File: src/rtl/stlb_pkg.sv
// Shared types and constants for the sorted table lower-bound search block.
`timescale 1ns / 1ps
`default_nettype none
package stlb_pkg;

  localparam int DEFAULT_TABLE_DEPTH = 1024;
  localparam int COUNT_W             = 11;
  localparam int INDEX_W             = 10;
  localparam int VALUE_W             = 32;
  localparam int STATUS_W            = 2;

  localparam logic OP_WRITE = 1'b0;
  localparam logic OP_QUERY = 1'b1;

  localparam logic [STATUS_W-1:0] ST_FOUND       = 2'd0;
  localparam logic [STATUS_W-1:0] ST_ALL_SMALLER = 2'd1;
  localparam logic [STATUS_W-1:0] ST_EMPTY       = 2'd2;

  typedef struct packed {
    logic                      operation;
    logic [INDEX_W-1:0]        entry_index;
    logic signed [VALUE_W-1:0] entry_value;
    logic signed [VALUE_W-1:0] target;
  } in_item_t;

  typedef struct packed {
    logic [INDEX_W-1:0]  found_index;
    logic [STATUS_W-1:0] status;
  } out_item_t;

endpackage
`default_nettype wire

File: src/rtl/stlb_step.sv
// One bisection step: compare the probed entry with the target, narrow the range.
`timescale 1ns / 1ps
`default_nettype none
module stlb_step
  import stlb_pkg::*;
#(
  parameter int CW = 11,
  parameter int AW = 10
) (
  input  wire logic [CW-1:0]             lo,
  input  wire logic [CW-1:0]             hi,
  input  wire logic [AW-1:0]             mid,
  input  wire logic signed [VALUE_W-1:0] value,
  input  wire logic signed [VALUE_W-1:0] target,
  output logic      [CW-1:0]             lo_nxt,
  output logic      [CW-1:0]             hi_nxt,
  output logic      [AW-1:0]             mid_nxt,
  output logic                           more
);

  logic          less;
  logic [CW-1:0] mid_ext;
  logic [CW:0]   sum;

  always_comb begin
    less    = value < target;
    mid_ext = CW'(mid);
    lo_nxt  = less ? CW'(mid_ext + CW'(1)) : lo;
    hi_nxt  = less ? hi : mid_ext;
    sum     = {1'b0, lo_nxt} + {1'b0, hi_nxt};
    // only meaningful while more is set, where it stays below the table depth
    mid_nxt = AW'(sum >> 1);
    more    = lo_nxt < hi_nxt;
  end

endmodule
`default_nettype wire
File: config.mk
export PLATFORM = sky130hd
export DESIGN_NAME = stlb_step
export DESIGN_NICKNAME = d
export VERILOG_FILES = /design/src/rtl/stlb_pkg.sv /design/src/rtl/stlb_step.sv
export SDC_FILE = /design/constraint.sdc
export NUM_CORES = 1
export LEC_CHECK = 0
export ABC_CLOCK_PERIOD_IN_PS = 6500
export BUFFER_PORTS_ARGS = -buffer_cell sky130_fd_sc_hd__buf_4
export CAP_MARGIN = 15
export CORE_MARGIN = 5
export CORE_UTILIZATION = 46
export DETAILED_ROUTE_END_ITERATION = 6
export PLACE_DENSITY = 0.94
export SYNTH_ARGS = -nofsm -noshare
export SYNTH_HDL_FRONTEND = slang
export SYNTH_SLANG_ARGS = --single-unit
export TNS_END_PERCENT = 5
File: constraint.sdc
create_clock -name vclk -period 6.5
set_clock_uncertainty 0.2 [all_clocks]
set_input_delay 0.65 -clock vclk [all_inputs]
set_output_delay 0.65 -clock vclk [all_outputs]
set_load 0.005 [all_outputs]
==> results.json, run 1 <==
{
  "fp.dieArea_um2": 5930,
  "diodes": 0,
  "vias_per_cell": 5.43,
  "grt_pass1_wl_um": 11800,
  "crit_fanout": 13,
  "max_freq_ghz": 0.170,
  "grt_use_total_pct": 23.0,
  "grt_max_degree": 14,
  "drt_iter0_drc": 100,
  "via_count": 2596,
  "regArea_um2": 0,
  "seq_cell_count": 0,
  "timing.setup.tns_ns": 0,
  "gp_congestion": 0.865,
  "cp_slowest_cell": "ha_1",
  "grt_pass1_vias": 2673,
  "layout-drive-gt1-share_pct": 34.5,
  "min_period_ns": 5.87,
  "worstHoldStart": "hi[10]",
  "netlist_area_um2": 2060,
  "drcViolationCount": 0,
  "holdWs_ns": 1.41,
  "hold_viol": 0,
  "tightest_slew_ns": 0.651,
  "drv_slew": 0,
  "hold_end": "hi_nxt[10]",
  "die_y_um": 77.0,
  "boundaryPins": 129,
  "p_leak_nw": 1.74,
  "finalCritPeriodShare_pct": 90.3,
  "slowest_delay_ns": 0.49,
  "hpwl_um": 6400,
  "synth.distinct_cells": 43,
  "routed_wl_um": 7240,
  "crit_path_end_kind": "output pin",
  "yosysWarnings": 0,
  "ys_seq_area_share_pct": 0,
  "crit_type": "input pin to output pin",
  "postPlaceCellArea_um2": 3080,
  "clock_buffers": 0,
  "fp.coreArea_um2": 4350,
  "status": "completed",
  "cts_resized": 0,
  "rsz0062_at_grt": "no",
  "ant_nets": 0,
  "crit_chain": "buf_4 > ha_1 > and4_1 > nand2_1 > or3_4 > o221ai_2 > or2b_2 > nand2_1 > buf_4 > mux2_2 > ha_1 > nand2_1 > nor3_1 > a211oi_1 > mux2i_1 > nand3_1 > nor3_1 > buf_4",
  "worstPathRequired_ns": 5.65,
  "wl_per_cell_um": 15.2,
  "maxCapViolations": 0,
  "cp.arrival_ns": 5.02,
  "rows": 24,
  "powerDensity_nw_per_um2": 138,
  "detail_route.first_pass.iterations": 4,
  "finalInstanceArea_um2": 3080,
  "slew_headroom_pct": 56.1,
  "antenna_found_initial": 0,
  "syn_inst": 303,
  "grt_overflow": 0,
  "areaGrowthSynthToFinish_pct": 49.0,
  "critPathLaunch": "value[31]",
  "hold_buffers": 0,
  "syn_nets": 451,
  "avgSynthCellArea_um2": 6.81,
  "startpoint_type": "input pin",
  "initial_utilization_pct": 47.4,
  "fillers": 330,
  "finalSetupViolations": 0,
  "vdd_drop_max_v": 0.000123,
  "min_path_type": "input pin to output pin",
  "portBuffers": 129,
  "multi_input_comb_area_um2": 1840,
  "min_path_cells": 4,
  "die_x_um": 77.0,
  "layout.nets": 576,
  "post-cts-setup-buffer-count": 0
}
==> worst max-delay path, delay by kind of cell <==
kind,cells,cell delay (ns)
buffers and inverters,3,0.53
AOI/OAI and AO/OA,2,0.43
muxes,2,0.56
adders and majority gates,2,0.81
and+or+nand+nor,9,2.03
==> worst max-delay path by stage <==
stage / end / slack (ns)
global placement: mid_nxt[8] / 0.82
floorplan: mid_nxt[8] / 1.27
detailed placement: mid_nxt[8] / 0.67
global route: mid_nxt[8] / 0.26
finish: mid_nxt[8] / 0.63
CTS: mid_nxt[8] / 0.64
==> Yosys cell counts (all sizes together) (2+ instances only) <==
cell type  count  share of area [%]
a211o          2               0.91
a211oi         4                1.7
a21o           5                1.9
a21oi         35                8.5
and3           3               0.91
and4           3                1.3
buf            5                1.2
clkbuf         3               0.55
ha            51                 31
inv           50                9.1
mux2           7                3.8
mux2i          6                2.9
nand2         22                4.0
nand3         16                3.9
nand4          7                2.1
nor2          29                5.3
nor2b          2               0.61
nor3           8                1.9
nor4b          2               0.85
o21ai          9                2.2
o21bai         4                1.5
xnor2          7                3.0
xor2           6                2.5
==> through the flow <==
| stage | util (%) | total power, mW | instances | setup WS [ns] |
|---|---|---|---|---|
| floorplan | - | 0.235 | 303 | 1.27 |
| global placement | 70.7 | 0.407 | 478 | 0.823 |
| detailed placement | 70.7 | 0.423 | 478 | 0.672 |
| CTS | 70.7 | 0.425 | 478 | 0.638 |
| global route | 70.7 | 0.473 | 478 | 0.259 |
| finish | 70.7 | 0.424 | 478 | 0.630 |
==> placed cells by master (no fill, tap or decap), types with 2 or more instances in the layout <==
cell        n
a211oi_1    3
xnor2_1     7
buf_4     131
xor2_1      6
a21o_1      3
nand4_1     7
ha_1       51
o21ai_0     9
a21oi_1    35
o21bai_1    4
a21o_2      2
nor4b_1     2
nor2b_1     2
nor2_1     29
nand3_1    16
nor3_1      8
inv_1      50
and4_1      3
nand2_1    22
and3_1      3
mux2i_1     6
mux2_2      7
==> logic make-up (layout without fill, tap and decap cells) <==
family / after synthesis / in the layout / share of synthesized area, %
buffers and inverters: 58 / 181 / 10.8
xor gates and xnor gates: 13 / 13 / 5.52
muxes: 13 / 13 / 6.73
adders and majority gates: 52 / 52 / 31.9
and+or+nand+nor: 100 / 100 / 23.9
AOI/OAI and AO/OA: 67 / 67 / 21.2
==> report_power, final <==
part	total [mW]	internal, mW	switching (mW)
registers	0	0	0
logic	0.424	0.212	0.212
clock network	0	0	0
==> cell type report <==
cell class / instances / area share (%)
Tap cell: 52 / 2.11
Inverter: 50 / 6.10
Multi-Input combinational cell: 245 / 59.8
Timing Repair Buffer: 131 / 32.0
==> metal layers <==
| layer | vias to the layer above | global-route usage [%] | wire length [µm] |
|---|---|---|---|
| li1 | 1303 | - | - |
| met1 | 1170 | 26.3 | 2740 |
| met2 | 115 | 45.1 | 3730 |
| met3 | 8 | 4.10 | 702 |
| met4 | 0 | 2.23 | 68 |
| met5 | - | 0 | 0 |
Power figures use the tool's default switching activity.
==> run 2: changes to the inputs <==
Settings changed: PLACE_DENSITY 0.94 to 0.86.
==> run 2 against run 1 <==
Net effect: sequential share of layout area unchanged; global-route usage down 2.3 points; wire length down 9.7%; fmax up 2.8%; total power down 2.7%; largest cell class unchanged; highest routed layer unchanged.
==> results.json, run 2 (synthesis results as in run 1) <==
{
  "use_met1_pct": 24.6,
  "antenna_found_initial": 0,
  "hpwl_um": 5840,
  "regArea_um2": 0,
  "holdWs_ns": 1.41,
  "grt_pass1_vias": 2433,
  "hold_buffers": 0,
  "dp.cells": 478,
  "ant_nets": 0,
  "post-cts-setup-buffer-count": 0,
  "p_leak_nw": 1.74,
  "rows": 24,
  "wl_per_cell_um": 13.7,
  "fp.dieArea_um2": 5930,
  "die_y_um": 77.0,
  "crit_type": "input pin to output pin",
  "layout.nets": 576,
  "slew_headroom_pct": 53.8,
  "min_path_type": "input pin to output pin",
  "fillers": 359,
  "cts_resized": 0,
  "crit_fanout": 18,
  "final_common_cell": "buf_4",
  "grt_max_degree": 19,
  "timing.final.ws_setup_ns": 0.791,
  "grt_pass1_wl_um": 10800,
  "routed_wl_um": 6540,
  "min_path_cells": 4,
  "final_cell_mix": "buf_4 (131), ha_1 (51), inv_1 (50)",
  "via_count": 2542,
  "top_usage_layer": "met2",
  "die_x_um": 77.0,
  "seq_cell_count": 0,
  "drcViolationCount": 0,
  "initial_utilization_pct": 47.4,
  "grt_overflow": 0,
  "postPlaceCellArea_um2": 3080,
  "maxCapViolations": 0,
  "vdd_drop_max_v": 0.000143,
  "min_period_ns": 5.71,
  "crit_path_end_kind": "output pin",
  "pre_cts_slack_ns": 0.827,
  "layout-drive-gt1-share_pct": 34.5,
  "max_freq_ghz": 0.175,
  "gp_congestion": 0.859,
  "finalCritPeriodShare_pct": 87.8,
  "clock_buffers": 0,
  "timing.setup.tns_ns": 0,
  "power.total_mw": 0.413,
  "post-route-util_pct": 70.7,
  "status": "completed",
  "hold_viol": 0,
  "areaGrowthSynthToFinish_pct": 49.0,
  "drt_iter0_drc": 65,
  "startpoint_type": "input pin",
  "rsz0062_at_grt": "no",
  "drv_slew": 0,
  "fp.coreArea_um2": 4350,
  "finalInstanceArea_um2": 3080,
  "finalSetupViolations": 0,
  "cp.arrival_ns": 4.86,
  "grt_use_total_pct": 20.7,
  "diodes": 0,
  "grt_util_met2_pct": 40.2,
  "portBuffers": 129,
  "boundaryPins": 129,
  "vias_per_cell": 5.32,
  "final-instance-count-excl-fill": 478,
  "detail_route.first_pass.iterations": 4,
  "worstPathRequired_ns": 5.65,
  "powerDensity_nw_per_um2": 134,
  "met3_usage_pct": 3.51,
  "tightest_slew_ns": 0.686
}
[run 2: final timing paths]
check	endpoint	startpoint
worst min-delay path	hi_nxt[10]	hi[10]
worst max-delay path	mid_nxt[8]	value[31]
[run 2: area by class of cell]
type	count	area, µm²	share of cell area (%)
multi-input combinational	245	1840	59.8
tap	52	65.1	2.11
timing repair buffer	131	983	32.0
inverter	50	188	6.10
[run 2: power breakdown]
| part | switching [mW] | leakage, nW | internal (mW) |
|---|---|---|---|
| sequential | 0 | 0 | 0 |
| clock | 0 | 0 | 0 |
| combinational | 0.202 | 1.74 | 0.210 |
| total | 0.202 | 1.74 | 0.210 |
[run 2: worst max-delay path, cell delays in order]
cell      delay, ns
buf_4          0.11
ha_1           0.30
and4_1         0.21
nand2_1        0.08
or3_4          0.38
o221ai_2       0.23
or2b_2         0.34
nand2_1        0.22
buf_4          0.27
mux2_2         0.40
ha_1           0.50
nand2_1        0.09
nor3_1         0.33
a211oi_1       0.20
mux2i_1        0.18
nand3_1        0.08
nor3_1         0.15
buf_4          0.14
[run 2: routing by layer]
metal	routed length, µm	part of all wire, %
met1	2660	41
met2	3270	50
met3	591	9.0
met4	20	0.31
met5	0	0
